--- src/lz2rl_pkg.sv ---
// Shared types, codes and widths for the LZ2 run-length decompressor.
`default_nettype none
package lz2rl_pkg;

    localparam int HISTORY_SIZE_DEF = 65536;
    localparam int ADDR_W           = 16;
    localparam int LEN_W            = 17;
    localparam int RUN_W            = 11;
    localparam int CFG_W            = 17;

    // Configuration register indexes
    localparam logic CFG_OUTPUT_LIMIT = 1'b0;
    localparam logic CFG_SIZE_ONLY    = 1'b1;

    // Request commands
    localparam logic CMD_PUSH = 1'b0;
    localparam logic CMD_PULL = 1'b1;

    // Run kinds taken from the header
    localparam logic [2:0] KIND_LITERAL = 3'd0;
    localparam logic [2:0] KIND_FILL    = 3'd1;
    localparam logic [2:0] KIND_ALT     = 3'd2;
    localparam logic [2:0] KIND_INC     = 3'd3;
    localparam logic [2:0] KIND_COPY    = 3'd4;
    localparam logic [2:0] EXT_TAG      = 3'd7;

    localparam logic [7:0] END_MARK = 8'hFF;

    // Error codes
    localparam logic [1:0] ERR_NONE     = 2'd0;
    localparam logic [1:0] ERR_OVERFLOW = 2'd1;
    localparam logic [1:0] ERR_TRUNC    = 2'd2;
    localparam logic [1:0] ERR_RESERVED = 2'd3;

    typedef enum logic [2:0] {
        PH_HEADER,
        PH_EXTLEN,
        PH_ARG1,
        PH_ARG2,
        PH_LITERAL,
        PH_RUN
    } phase_t;

    typedef struct packed {
        logic       command;
        logic [7:0] data_byte;
        logic       source_last;
    } item_t;

    typedef struct packed {
        logic             accepted;
        logic             out_valid;
        logic [7:0]       out_byte;
        logic             run_pending;
        logic             finished;
        logic [LEN_W-1:0] total_length;
        logic [1:0]       error_code;
    } result_t;

    // Outcome of one request plus the history access it needs
    typedef struct packed {
        logic              accepted;
        logic              emit;
        logic              use_hist;
        logic              wr;
        logic [7:0]        byte_val;
        logic [ADDR_W-1:0] rd_addr;
        logic [ADDR_W-1:0] wr_addr;
        logic              run_pending;
        logic              finished;
        logic [LEN_W-1:0]  total_length;
        logic [1:0]        error_code;
    } step_t;

endpackage
`default_nettype wire

--- src/lz2rl_ctrl.sv ---
// Stream decoder state: header parsing, run bookkeeping, length and errors.
`default_nettype none
module lz2rl_ctrl
    import lz2rl_pkg::*;
(
    input  wire logic             clk,
    input  wire logic             rst_n,
    input  wire logic             cfg_write,
    input  wire logic             cfg_index,
    input  wire logic [CFG_W-1:0] cfg_data,
    input  wire logic             take,
    input  wire item_t            item,
    output step_t                 step
);

    phase_t            phase_reg,     phase_next;
    logic [2:0]        kind_reg,      kind_next;
    logic [RUN_W-1:0]  remaining_reg, remaining_next;
    logic [RUN_W-1:0]  position_reg,  position_next;
    logic [7:0]        arg1_reg,      arg1_next;
    logic [7:0]        arg2_reg,      arg2_next;
    logic [ADDR_W-1:0] copy_src_reg,  copy_src_next;
    logic [LEN_W-1:0]  wpos_reg,      wpos_next;
    logic              fin_reg,       fin_next;
    logic [1:0]        err_reg,       err_next;
    logic              counting_reg,  counting_next;
    logic [LEN_W-1:0]  limit_reg;
    logic              size_only_reg;

    logic              do_disp;
    logic              do_start;
    logic              raise_last;
    logic [RUN_W-1:0]  dlen;
    logic [LEN_W:0]    ovf_sum;
    logic [7:0]        b;

    function automatic logic [LEN_W-1:0] sat_add(input logic [LEN_W-1:0] a,
                                                 input logic [RUN_W-1:0] n);
        logic [LEN_W:0] s;
        s = {1'b0, a} + {{(LEN_W + 1 - RUN_W){1'b0}}, n};
        return s[LEN_W] ? {LEN_W{1'b1}} : s[LEN_W-1:0];
    endfunction

    assign b = item.data_byte;

    always_comb
    begin
        phase_next     = phase_reg;
        kind_next      = kind_reg;
        remaining_next = remaining_reg;
        position_next  = position_reg;
        arg1_next      = arg1_reg;
        arg2_next      = arg2_reg;
        copy_src_next  = copy_src_reg;
        wpos_next      = wpos_reg;
        fin_next       = fin_reg;
        err_next       = err_reg;
        counting_next  = counting_reg;
        step           = '0;
        do_disp        = 1'b0;
        do_start       = 1'b0;
        raise_last     = 1'b0;
        dlen           = '0;
        ovf_sum        = '0;

        if (!fin_reg)
        begin
            if (item.command == CMD_PULL)
            begin
                if (phase_reg == PH_RUN && remaining_reg != '0)
                begin
                    step.accepted = 1'b1;
                    step.emit     = 1'b1;
                    step.wr       = 1'b1;
                    step.wr_addr  = wpos_reg[ADDR_W-1:0];
                    case (kind_reg)
                        KIND_FILL: step.byte_val = arg1_reg;
                        KIND_ALT:  step.byte_val = position_reg[0] ? arg2_reg : arg1_reg;
                        KIND_INC:  step.byte_val = arg1_reg + position_reg[7:0];
                        default:
                        begin
                            step.use_hist = 1'b1;
                            step.rd_addr  = copy_src_reg
                                + {{(ADDR_W - RUN_W){1'b0}}, position_reg};
                        end
                    endcase
                    wpos_next      = sat_add(wpos_reg, RUN_W'(1));
                    position_next  = position_reg + 1'b1;
                    remaining_next = remaining_reg - 1'b1;
                    if (remaining_reg == RUN_W'(1))
                    begin
                        phase_next = PH_HEADER;
                    end
                end
            end
            else if (phase_reg != PH_RUN)
            begin
                step.accepted = 1'b1;
                case (phase_reg)
                    PH_HEADER:
                    begin
                        if (b == END_MARK)
                        begin
                            fin_next = 1'b1;
                        end
                        else if (b[7:5] == EXT_TAG)
                        begin
                            if (b[4:2] > KIND_COPY)
                            begin
                                fin_next       = 1'b1;
                                err_next       = ERR_RESERVED;
                                remaining_next = '0;
                            end
                            else
                            begin
                                kind_next      = b[4:2];
                                remaining_next = {{(RUN_W - 2){1'b0}}, b[1:0]};
                                phase_next     = PH_EXTLEN;
                                raise_last     = item.source_last;
                            end
                        end
                        else if (b[7:5] > KIND_COPY)
                        begin
                            fin_next       = 1'b1;
                            err_next       = ERR_RESERVED;
                            remaining_next = '0;
                        end
                        else
                        begin
                            kind_next = b[7:5];
                            do_disp   = 1'b1;
                            dlen      = {{(RUN_W - 5){1'b0}}, b[4:0]} + 1'b1;
                        end
                    end
                    PH_EXTLEN:
                    begin
                        do_disp = 1'b1;
                        dlen    = {1'b0, remaining_reg[1:0], b} + 1'b1;
                    end
                    PH_ARG1:
                    begin
                        arg1_next = b;
                        if (kind_reg == KIND_ALT || kind_reg == KIND_COPY)
                        begin
                            phase_next = PH_ARG2;
                            raise_last = item.source_last;
                        end
                        else
                        begin
                            do_start = 1'b1;
                        end
                    end
                    PH_ARG2:
                    begin
                        arg2_next = b;
                        do_start  = 1'b1;
                    end
                    PH_LITERAL:
                    begin
                        if (!counting_reg)
                        begin
                            step.emit     = 1'b1;
                            step.byte_val = b;
                            step.wr       = 1'b1;
                            step.wr_addr  = wpos_reg[ADDR_W-1:0];
                            wpos_next     = sat_add(wpos_reg, RUN_W'(1));
                        end
                        if (remaining_reg != '0)
                        begin
                            remaining_next = remaining_reg - 1'b1;
                        end
                        if (remaining_next == '0)
                        begin
                            phase_next = PH_HEADER;
                        end
                        raise_last = item.source_last;
                    end
                    default:
                    begin
                    end
                endcase

                // Length known: bound check unless only counting, then move to the literal bytes or the operands
                if (do_disp)
                begin
                    counting_next = size_only_reg;
                    ovf_sum = {1'b0, wpos_reg} + {{(LEN_W + 1 - RUN_W){1'b0}}, dlen};
                    if (!size_only_reg && ovf_sum > {1'b0, limit_reg})
                    begin
                        fin_next       = 1'b1;
                        err_next       = ERR_OVERFLOW;
                        remaining_next = '0;
                    end
                    else
                    begin
                        remaining_next = dlen;
                        position_next  = '0;
                        phase_next     = (kind_next == KIND_LITERAL) ? PH_LITERAL : PH_ARG1;
                        if (size_only_reg)
                        begin
                            wpos_next = sat_add(wpos_reg, dlen);
                        end
                        raise_last = item.source_last;
                    end
                end

                // Operands complete: arm the run, or skip it when only counting
                if (do_start)
                begin
                    if (kind_reg == KIND_COPY)
                    begin
                        copy_src_next = {arg1_next, arg2_next};
                    end
                    phase_next = counting_reg ? PH_HEADER : PH_RUN;
                    if (counting_reg)
                    begin
                        remaining_next = '0;
                    end
                    raise_last = item.source_last;
                end

                if (raise_last)
                begin
                    fin_next       = 1'b1;
                    err_next       = ERR_TRUNC;
                    remaining_next = '0;
                end
            end
        end

        step.run_pending  = !fin_next && phase_next == PH_RUN && remaining_next != '0;
        step.finished     = fin_next;
        step.total_length = (fin_next && err_next == ERR_NONE) ? wpos_next : '0;
        step.error_code   = err_next;
    end

    always_ff @(posedge clk or negedge rst_n)
    begin
        if (!rst_n)
        begin
            phase_reg     <= PH_HEADER;
            kind_reg      <= '0;
            remaining_reg <= '0;
            position_reg  <= '0;
            arg1_reg      <= '0;
            arg2_reg      <= '0;
            copy_src_reg  <= '0;
            wpos_reg      <= '0;
            fin_reg       <= 1'b0;
            err_reg       <= ERR_NONE;
            counting_reg  <= 1'b0;
        end
        else if (take)
        begin
            phase_reg     <= phase_next;
            kind_reg      <= kind_next;
            remaining_reg <= remaining_next;
            position_reg  <= position_next;
            arg1_reg      <= arg1_next;
            arg2_reg      <= arg2_next;
            copy_src_reg  <= copy_src_next;
            wpos_reg      <= wpos_next;
            fin_reg       <= fin_next;
            err_reg       <= err_next;
            counting_reg  <= counting_next;
        end
    end

    always_ff @(posedge clk or negedge rst_n)
    begin
        if (!rst_n)
        begin
            limit_reg     <= LEN_W'(65536);
            size_only_reg <= 1'b0;
        end
        else if (cfg_write)
        begin
            case (cfg_index)
                CFG_OUTPUT_LIMIT: limit_reg     <= cfg_data[LEN_W-1:0];
                CFG_SIZE_ONLY:    size_only_reg <= cfg_data[0];
                default:
                begin
                end
            endcase
        end
    end

endmodule
`default_nettype wire
--- config.mk ---
export PLATFORM = sky130hd
export DESIGN_NAME = lz2rl_ctrl
export DESIGN_NICKNAME = d
export VERILOG_FILES = /design/src/lz2rl_pkg.sv /design/src/lz2rl_ctrl.sv
export SDC_FILE = /design/constraint.sdc
export NUM_CORES = 1
export LEC_CHECK = 0
export BUFFER_PORTS_ARGS = -buffer_cell sky130_fd_sc_hd__buf_4
export CORE_ASPECT_RATIO = 0.8
export CORE_MARGIN = 2
export CORE_UTILIZATION = 30
export CTS_BUF_LIST = sky130_fd_sc_hd__clkbuf_8
export CTS_CLUSTER_SIZE = 25
export DETAILED_ROUTE_END_ITERATION = 6
export GPL_TIMING_DRIVEN = 0
export SLEW_MARGIN = 0
export SYNTH_ARGS = -nofsm -noshare
export SYNTH_HDL_FRONTEND = slang
export SYNTH_SLANG_ARGS = --single-unit
--- constraint.sdc ---
create_clock -name clk -period 10.1 [get_ports clk]
set_clock_uncertainty 0.05 [all_clocks]
set_input_delay 1.515 -clock clk [delete_from_list [all_inputs] [get_ports clk]]
set_output_delay 1.515 -clock clk [all_outputs]
set_load 0.01 [all_outputs]
==> results.sh, run 1 <==
export IMPL_outcome="finished, final reports clean"
export IMPL_slew_violations=0
export IMPL_start_kind="primary input"
export IMPL_die_w_um=207
export IMPL_cts_made_buffers=9
export IMPL_die_height_um=166
export IMPL_ys_flop_type="dfrtp_1"
export IMPL_finalCritPeriodShare_pct=96.2
export IMPL_period_needed_ns=9.72
export IMPL_rows=59
export IMPL_via_count=11000
export IMPL_critical_path_arrival_ns=8.15
export IMPL_synthSimpleGateAreaFrac_pct=25.3
export IMPL_synth_compound_area_share_pct=28.3
export IMPL_maxSlewHeadroom_pct=22.2
export IMPL_grt_pass1_wl_um=63000
export IMPL_rsz0062_at_grt="no"
export IMPL_cp_slowest_cell="or4_1"
export IMPL_ios=97
export IMPL_place_inst=1868
export IMPL_final_nets=1540
export IMPL_cpPeakStageDelay_ns=0.53
export IMPL_die_area_sq_um=34500
export IMPL_fin_cells=1885
export IMPL_combPwrFrac_pct=34.9
export IMPL_routed_wirelength_um=41200
export IMPL_syn_num_nets=1436
export IMPL_synth_enable_flop_cells=0
export IMPL_synth_area_leaders="dfrtp_1, ha_1, nand2_1, a21oi_1, nor2_1"
export IMPL_drt_iter0_markers=1385
export IMPL_internal_power_uw=628
export IMPL_insertion_delay_ns=0.43
export IMPL_cts_reportedPaths_clkPinSlew_ns=0.14
export IMPL_synth_distinct_cells=89
export IMPL_ctsRootBufferMaster="clkbuf_8"
export IMPL_fillers=3511
export IMPL_crit_buf_inv=5
export IMPL_start_util_pct=30.5
export IMPL_portBuffers=93
export IMPL_sw_frac_of_total_pct=42.7
export IMPL_yosys_area_top_type="dfrtp_1"
export IMPL_p_sw_uw=468
export IMPL_setup_tns_final_ns=0
export IMPL_synthArstFlopShare_pct=100
export IMPL_max_freq_ghz=0.103
export IMPL_crit_path_end_kind="output port"
export IMPL_drc=0
export IMPL_grt_max_degree=100
export IMPL_overflow=0
export IMPL_p_leak_nw=4.83
export IMPL_cts_num_sinks=99
export IMPL_synth_top_family_by_area="compound AO/OA/AOI/OAI gates"
export IMPL_holdWs_ns=0.449
export IMPL_synth_common_cells="nand2_1, nor2_1, a21oi_1"
export IMPL_gp_congestion=0.971
export IMPL_drt_pass1_iterations=6
export IMPL_htreeDepth=3
export IMPL_synth_seq_area_share_pct=25.1
export IMPL_dp_hpwl_um=31600
export IMPL_cpMostUsedCell="ha_1"
export IMPL_p_seq_share_pct=38.4
export IMPL_yosysWarnings=0
export IMPL_syn_avg_cell_area_sq_um=7.34
export IMPL_grtUsageTotal_pct=23.3
export IMPL_finalHoldViolations=0
export IMPL_synthAdderAreaFrac_pct=7.31
export IMPL_critical_path_max_fanout=10
export IMPL_tightestPinTransition_ns=1.16
export IMPL_criticalPathCategory="in2out"
export IMPL_cts_buffer_depth=2
export IMPL_netlist_area_leader_share_pct=24.8
export IMPL_vdd_drop_max_uv=69.8
export IMPL_critPathRequiredTime_ns=8.54
export IMPL_cap_violations=0
export IMPL_hold_path_class="reg2reg"
export IMPL_drtAntennaViolNets=0
export IMPL_p_clk_share_pct=26.6
export IMPL_synth_area_sq_um=9890
export IMPL_cp_top_family="compound AO/OA/AOI/OAI gates"
export IMPL_finalSetupViolCount=0
export IMPL_first_global_vias=10300
export IMPL_muxShareOfSynthArea_pct=2.88
export IMPL_cts_tree="done"
export IMPL_synthCells=1348
export IMPL_syn2layout_area_growth_pct=15.3
export IMPL_vias_per_cell=5.84
export IMPL_power_density_nw_per_um2=96.1
export IMPL_pre_cts_ws_ns=-0.772
export IMPL_synth_seq_cells=99
export IMPL_antenna_found_initial=1
export IMPL_synth_xor_area_share_pct=3.98
export IMPL_hold_buffers=0
export IMPL_drive_gt1_share_pct=11.5
export IMPL_core_sq_um=32500
export IMPL_routedWlPerCell_um=21.8
export IMPL_yosysMostFrequentCell="nand2_1"
export IMPL_setup_ws_ns=0.384
## per-stage QoR
stage | util (%) | total power [mW] | area (sq um)
after global placement | 34.2 | 0.797 | 11100
after floorplan | - | 0.664 | 9890
after CTS | 34.9 | 1.09 | 11300
after detailed placement | 34.2 | 0.796 | 11100
final | 35.1 | 1.10 | 11400
after global routing | 35.1 | 1.15 | 11400
## worst paths after layout
check	slack, ns	endpoint	cells past startpoint	start
max reg2reg	3.23	position_reg[10]	23	phase_reg[0]
min in group asynchronous	0.89	remaining_reg[10]	1	rst_n
min reg2reg	0.45	arg2_reg[0]	2	arg2_reg[0]
min	0.45	arg2_reg[0]	2	arg2_reg[0]
max in group asynchronous	8.42	position_reg[6]	2	rst_n
max	0.38	step[12]	25	item[2]
## what timing repair did
item | in CTS | in global routing
pin swaps | 0 | 0
buffers inserted | 0 | 0
gates resized for setup | 7 | 7
hold endpoints to repair | 0 | 0
endpoints found under the setup margin | 19 | 12
## area by class of cell
cell class,count,area [sq um],share of cell area [%]
Timing Repair Buffer,94,729,6.40
Inverter,55,206,1.81
Buffer,97,504,4.42
Multi-Input combinational cell,1096,6730,59.0
Tap cell,427,534,4.69
Clock buffer,9,124,1.09
Sequential cell,99,2480,21.7
Antenna cell,1,2.50,0.0219
Clock inverter,7,91.3,0.801
## tightest hold or removal path, delay by kind of cell (launching register included)
family           cells  cell delay [ns]
flip-flops           1             0.37
AND/OR/NAND/NOR      2             0.11
## per-layer routing
layer	vias to the layer above	track usage, %	share of wire, %
met2	503	35.1	43
met4	0	5.71	2.2
met1	5334	34.6	46
met5	-	0	0
li1	5112	-	-
met3	59	3.81	8.6
## kinds of logic (layout without fill, tap and decap cells)
kind of cell | Yosys count | count (layout)
muxes | 27 | 27
AOI/OAI and AO/OA | 438 | 438
adders and majority gates | 56 | 56
xor gates and xnor gates | 45 | 45
other | 0 | 1
DFF | 99 | 99
buffers and inverters | 153 | 262
and+or+nand+nor | 530 | 530
## layout by cell type (no fill, tap or decap), types with 19 or more instances in the layout
cell,n
ha_1,53
xnor2_1,25
a211oi_1,22
inv_1,55
o21ai_0,103
xor2_1,20
dfrtp_1,98
nor2_1,147
buf_4,96
a31oi_1,23
a21oi_1,118
nor4_1,19
nor3_1,36
clkbuf_1,71
and2_1,24
nand3_1,39
nand2_1,168
## power groups by stage
stage	clock, mW	sequential [mW]	combinational, mW
global route	0.313	0.423	0.414
CTS	0.298	0.421	0.369
finish	0.292	0.421	0.383
global placement	0	0.428	0.369
detailed placement	0	0.429	0.367
floorplan	0	0.425	0.239
Note: power is estimated with default switching activity, not from simulation.
==> run 2: changes to the inputs <==
CTS_BUF_LIST = sky130_fd_sc_hd__clkbuf_16   (was sky130_fd_sc_hd__clkbuf_8)
==> run 2 against run 1 <==
Net effect: the flow now finishes with violations (DRC); highest routed layer unchanged; largest cell class unchanged; clock power up 30%; critical path depth stayed put; flip-flop and latch count unchanged.
==> results.sh, run 2 (synthesis results as in run 1) <==
export IMPL_die_area_sq_um=34500
export IMPL_finalSetupViolCount=0
export IMPL_cts_reportedPaths_clkPinSlew_ns=0.09
export IMPL_criticalPathCategory="in2out"
export IMPL_max_freq_ghz=0.103
export IMPL_period_needed_ns=9.73
export IMPL_cpMostUsedCell="ha_1"
export IMPL_start_util_pct=30.5
export IMPL_insertion_delay_ns=0.38
export IMPL_ios=97
export IMPL_dp_hpwl_um=31600
export IMPL_regToRegSetupSlack_ns=3.24
export IMPL_critPathRequiredTime_ns=8.54
export IMPL_hp_start="arg2_reg[0]"
export IMPL_holdPathEnd="arg2_reg[0]"
export IMPL_cap_violations=0
export IMPL_drive_gt1_share_pct=11.5
export IMPL_cts_buffer_depth=2
export IMPL_grt_pass1_wl_um=63100
export IMPL_die_w_um=207
export IMPL_grt_max_degree=100
export IMPL_gp_congestion=0.971
export IMPL_finalCritPeriodShare_pct=96.3
export IMPL_antenna_found_initial=0
export IMPL_placed_cell_area_sq_um=11100
export IMPL_power_density_nw_per_um2=103
export IMPL_portBuffers=93
export IMPL_syn2layout_area_growth_pct=16.3
export IMPL_rows=59
export IMPL_final_cell_mix="nand2_1, nor2_1, a21oi_1"
export IMPL_timing_rr_start="phase_reg[0]"
export IMPL_r2r_cells=23
export IMPL_slew_violations=0
export IMPL_final_common_cell="nand2_1"
export IMPL_drc=12
export IMPL_hold_path_class="reg2reg"
export IMPL_rsz0062_at_grt="no"
export IMPL_insertedDiodeCount=0
export IMPL_vdd_drop_max_uv=79.5
export IMPL_final_cell_area_sq_um=11500
export IMPL_crit_path_end_kind="output port"
export IMPL_htreeDepth=3
export IMPL_rr_endpoint="position_reg[10]"
export IMPL_final_nets=1540
export IMPL_die_height_um=166
export IMPL_grtUsageTotal_pct=23.4
export IMPL_routedWlPerCell_um=21.9
export IMPL_tightestPinTransition_ns=1.34
export IMPL_violations="DRC"
export IMPL_p_leak_nw=4.88
export IMPL_outcome="finished with violations"
export IMPL_drt_pass1_iterations=7
export IMPL_maxSlewHeadroom_pct=10.1
export IMPL_routed_wirelength_um=41300
export IMPL_cts_num_sinks=99
export IMPL_drtAntennaViolNets=0
export IMPL_cp_slowest_cell="or4_1"
export IMPL_cpPeakStageDelay_ns=0.53
export IMPL_cts_tree="done"
export IMPL_ctsRootBufferMaster="clkbuf_16"
export IMPL_overflow=0
export IMPL_finalHoldViolations=0
export IMPL_via_count=11100
export IMPL_critical_path_max_fanout=10
export IMPL_cts_made_buffers=9
export IMPL_post_cts_buffers=0
export IMPL_critical_path_arrival_ns=8.16
export IMPL_drt_iter0_markers=1452
export IMPL_first_global_vias=10300
export IMPL_whs_path_depth=2
export IMPL_holdWs_ns=0.436
export IMPL_core_sq_um=32500
export IMPL_start_kind="primary input"
export IMPL_vias_per_cell=5.87
## run 2: cell types whose count changed in the layout (fill, tap and decap cells not counted), sizes merged
cell and change:
diode -1
## run 2: stage by stage
| step | power, mW | setup WS [ns] | cells | TNS (ns) | util [%] |
|---|---|---|---|---|---|
| after CTS | 1.18 | 0.0279 | 1883 | 0 | 35.2 |
| after global placement | 0.797 | -0.627 | 1868 | -7.54 | 34.2 |
| after global routing | 1.24 | 0.0263 | 1884 | 0 | 35.4 |
| after detailed placement | 0.796 | -0.772 | 1868 | -9.47 | 34.2 |
| after floorplan | 0.664 | 1.65 | 1348 | 0 | - |
| final | 1.18 | 0.375 | 1884 | 0 | 35.4 |
## run 2: layout make-up
type	count	area, sq um
Inverter	55	206
Clock buffer	9	225
Tap cell	427	534
Multi-Input combinational cell	1096	6730
Timing Repair Buffer	94	729
Clock inverter	7	91.3
Sequential cell	99	2480
Buffer	97	504
Fill cell	3503	21000
## run 2: timing repair
| action | CTS | global route |
|---|---|---|
| hold buffers | 0 | 0 |
| setup endpoints to repair | 19 | 12 |
| gates resized for setup | 7 | 7 |
| endpoints found under the hold margin | 0 | 0 |
## run 2: worst max-delay path, delay by kind of cell
family | cells | cell delay, ns
compound gates | 11 | 3.04
buf+inv | 5 | 0.94
simple gates | 5 | 1.36
xor+xnor | 1 | 0.30
fa+ha+maj | 3 | 0.99
## run 2: metal layers
metal,GRT usage (%),up-vias,part of all wire (%)
met3,4.07,67,8.3
met5,0,-,0
met1,34.5,5363,47
li1,-,5122,-
met4,6.02,0,2.4
met2,35.0,512,42
## run 2: worst max-delay path by stage
| stage | start | end | slack, ns | cells past startpoint |
|---|---|---|---|---|
| global route | item[2] | step[12] | 0.03 | 24 |
| detailed placement | item[2] | step[12] | -0.77 | 24 |
| floorplan | item[1] | step[12] | 1.65 | 22 |
| finish | item[2] | step[12] | 0.37 | 25 |
| CTS | item[2] | step[12] | 0.03 | 25 |
| global placement | item[2] | step[12] | -0.63 | 25 |
## run 2: power by group
| group | total [mW] | leakage, nW | switching, mW | internal, mW |
|---|---|---|---|---|
| Combinational | 0.383 | 3.45 | 0.267 | 0.116 |
| Sequential | 0.421 | 1.28 | 0.00983 | 0.411 |
| Clock | 0.381 | 0.152 | 0.202 | 0.179 |
==> run 3: changes to the inputs <==
GPL_TIMING_DRIVEN = 1   (was 0)
RECOVER_POWER = 25   (was unset)
==> run 3 against run 2 <==
Net effect: the run ends with capacitance limit, slew limit left; sequential share of layout area is 0.72 points higher; largest cell class unchanged; power is 0.63% lower; fmax is 1.9% higher; setup slack better by 0.18 ns.
==> results.sh, run 3 (synthesis results as in run 1) <==
export IMPL_outcome="finished with violations"
export IMPL_violations="capacitance limit, slew limit"
export IMPL_drtAntennaViolNets=0
export IMPL_final_cell_mix="nand2_1, nor2_1, a21oi_1"
export IMPL_vdd_drop_max_uv=88.6
export IMPL_routedWlPerCell_um=21.0
export IMPL_holdWs_ns=0.438
export IMPL_ios=97
export IMPL_routed_wirelength_um=38100
export IMPL_final_nets=1468
export IMPL_insertion_delay_ns=0.39
export IMPL_post_cts_buffers=0
export IMPL_critical_path_max_fanout=16
export IMPL_via_count=10600
export IMPL_hold_path_class="reg2reg"
export IMPL_htreeDepth=3
export IMPL_internal_power_uw=704
export IMPL_maxSlewHeadroom_pct=-119
export IMPL_finalCritPeriodShare_pct=94.5
export IMPL_power_density_nw_per_um2=106
export IMPL_p_clk_share_pct=32.6
export IMPL_die_w_um=207
export IMPL_start_kind="primary input"
export IMPL_cap_violations=2
export IMPL_drive_gt1_share_pct=11.6
export IMPL_max_freq_ghz=0.105
export IMPL_cts_buffer_depth=2
export IMPL_tightestPinTransition_ns=3.29
export IMPL_grt_pass1_wl_um=59000
export IMPL_finalHoldViolations=0
export IMPL_utilization_pct=34.3
export IMPL_combPwrFrac_pct=30.9
export IMPL_sw_frac_of_total_pct=40.2
export IMPL_grt_max_degree=61
export IMPL_syn2layout_area_growth_pct=12.5
export IMPL_p_sw_uw=473
export IMPL_cts_reportedPaths_clkPinSlew_ns=0.09
export IMPL_finalSetupViolCount=0
export IMPL_p_leak_nw=4.74
export IMPL_ctsResizeCount=0
export IMPL_drt_pass1_iterations=6
export IMPL_setup_tns_final_ns=0
export IMPL_crit_path_end_kind="output port"
export IMPL_drc=0
export IMPL_gp_congestion=1.01
export IMPL_p_seq_share_pct=36.5
export IMPL_first_global_vias=9727
export IMPL_core_sq_um=32500
export IMPL_drt_iter0_markers=1195
export IMPL_die_height_um=166
export IMPL_cts_num_sinks=99
export IMPL_antenna_found_initial=1
export IMPL_die_area_sq_um=34500
export IMPL_dp_hpwl_um=28400
export IMPL_grtUsageTotal_pct=21.7
export IMPL_slew_violations=102
export IMPL_rows=59
export IMPL_cts_tree="done"
export IMPL_hold_buffers=0
export IMPL_cts_made_buffers=9
export IMPL_critPathRequiredTime_ns=8.54
export IMPL_rsz0062_at_grt="no"
export IMPL_critical_path_arrival_ns=7.98
export IMPL_overflow=0
export IMPL_period_needed_ns=9.54
export IMPL_vias_per_cell=5.87
export IMPL_ctsRootBufferMaster="clkbuf_16"
export IMPL_final_common_cell="nand2_1"
export IMPL_criticalPathCategory="in2out"
export IMPL_start_util_pct=30.5
export IMPL_portBuffers=96
## run 3: layout make-up
cell class	instances	area [sq um]
fillers	3527	21400
clock inverters	7	93.8
repair buffers	119	878
clock buffers	9	225
well taps	427	534
inverters	55	206
diodes	1	2.50
flip-flops and latches	99	2480
multi-input cells	1096	6710
## run 3: layer usage
metal	routed length [um]	GRT usage (%)	part of all wire [%]
met1	16900	30.9	44
met2	16700	32.5	44
met3	3610	5.17	9.5
met4	894	6.52	2.3
met5	0	0	0
## run 3: final timing paths
path                                     end          from  slack (ns)  depth (start not counted)
worst max-delay path                 step[8]       item[1]        0.56                         23
worst min-delay path             arg2_reg[2]   arg2_reg[2]        0.44                          2
worst max register to register  phase_reg[1]  phase_reg[1]        3.47                         21
worst min register to register   arg2_reg[2]   arg2_reg[2]        0.44                          2
max in group asynchronous       counting_reg         rst_n        3.97                          2
min in group asynchronous       wpos_reg[12]         rst_n        1.88                          1
## run 3: power groups by stage
| stage | clock network (mW) | registers, mW | logic (mW) |
|---|---|---|---|
| 2_1_floorplan | 0 | 0.425 | 0.239 |
| 3_3_place_gp | 0 | 0.437 | 0.355 |
| 3_5_place_dp | 0 | 0.437 | 0.353 |
| 4_1_cts | 0.392 | 0.429 | 0.355 |
| 5_1_grt | 0.406 | 0.432 | 0.396 |
| 6_report | 0.384 | 0.430 | 0.363 |
## run 3: critical path: stages
cell	delay [ns]
buf_4	0.16
ha_1	0.28
and4_1	0.25
and3_1	0.18
o21ai_0	0.38
inv_1	0.18
ha_1	0.40
a21o_1	0.22
or4_1	0.50
a31oi_1	0.30
nor2_1	0.11
xor2_1	0.17
ha_1	0.35
a21oi_1	0.16
and3_1	0.16
o21ai_0	0.15
o31ai_1	0.63
nand3_1	0.29
a21o_1	0.29
o22a_1	0.22
a211o_1	0.53
a211oi_1	0.33
buf_4	0.18
## run 3: through the flow
stage          total power [mW]  cells  setup WS, ns  cell area (sq um)
6_report                   1.18   1813         0.559              11100
5_1_grt                    1.23   1812        0.0153              11100
4_1_cts                    1.18   1812         0.664              11100
3_5_place_dp              0.790   1796         0.712              10800
3_3_place_gp              0.792   1796         0.835              10800
2_1_floorplan             0.664   1348          1.65               9890
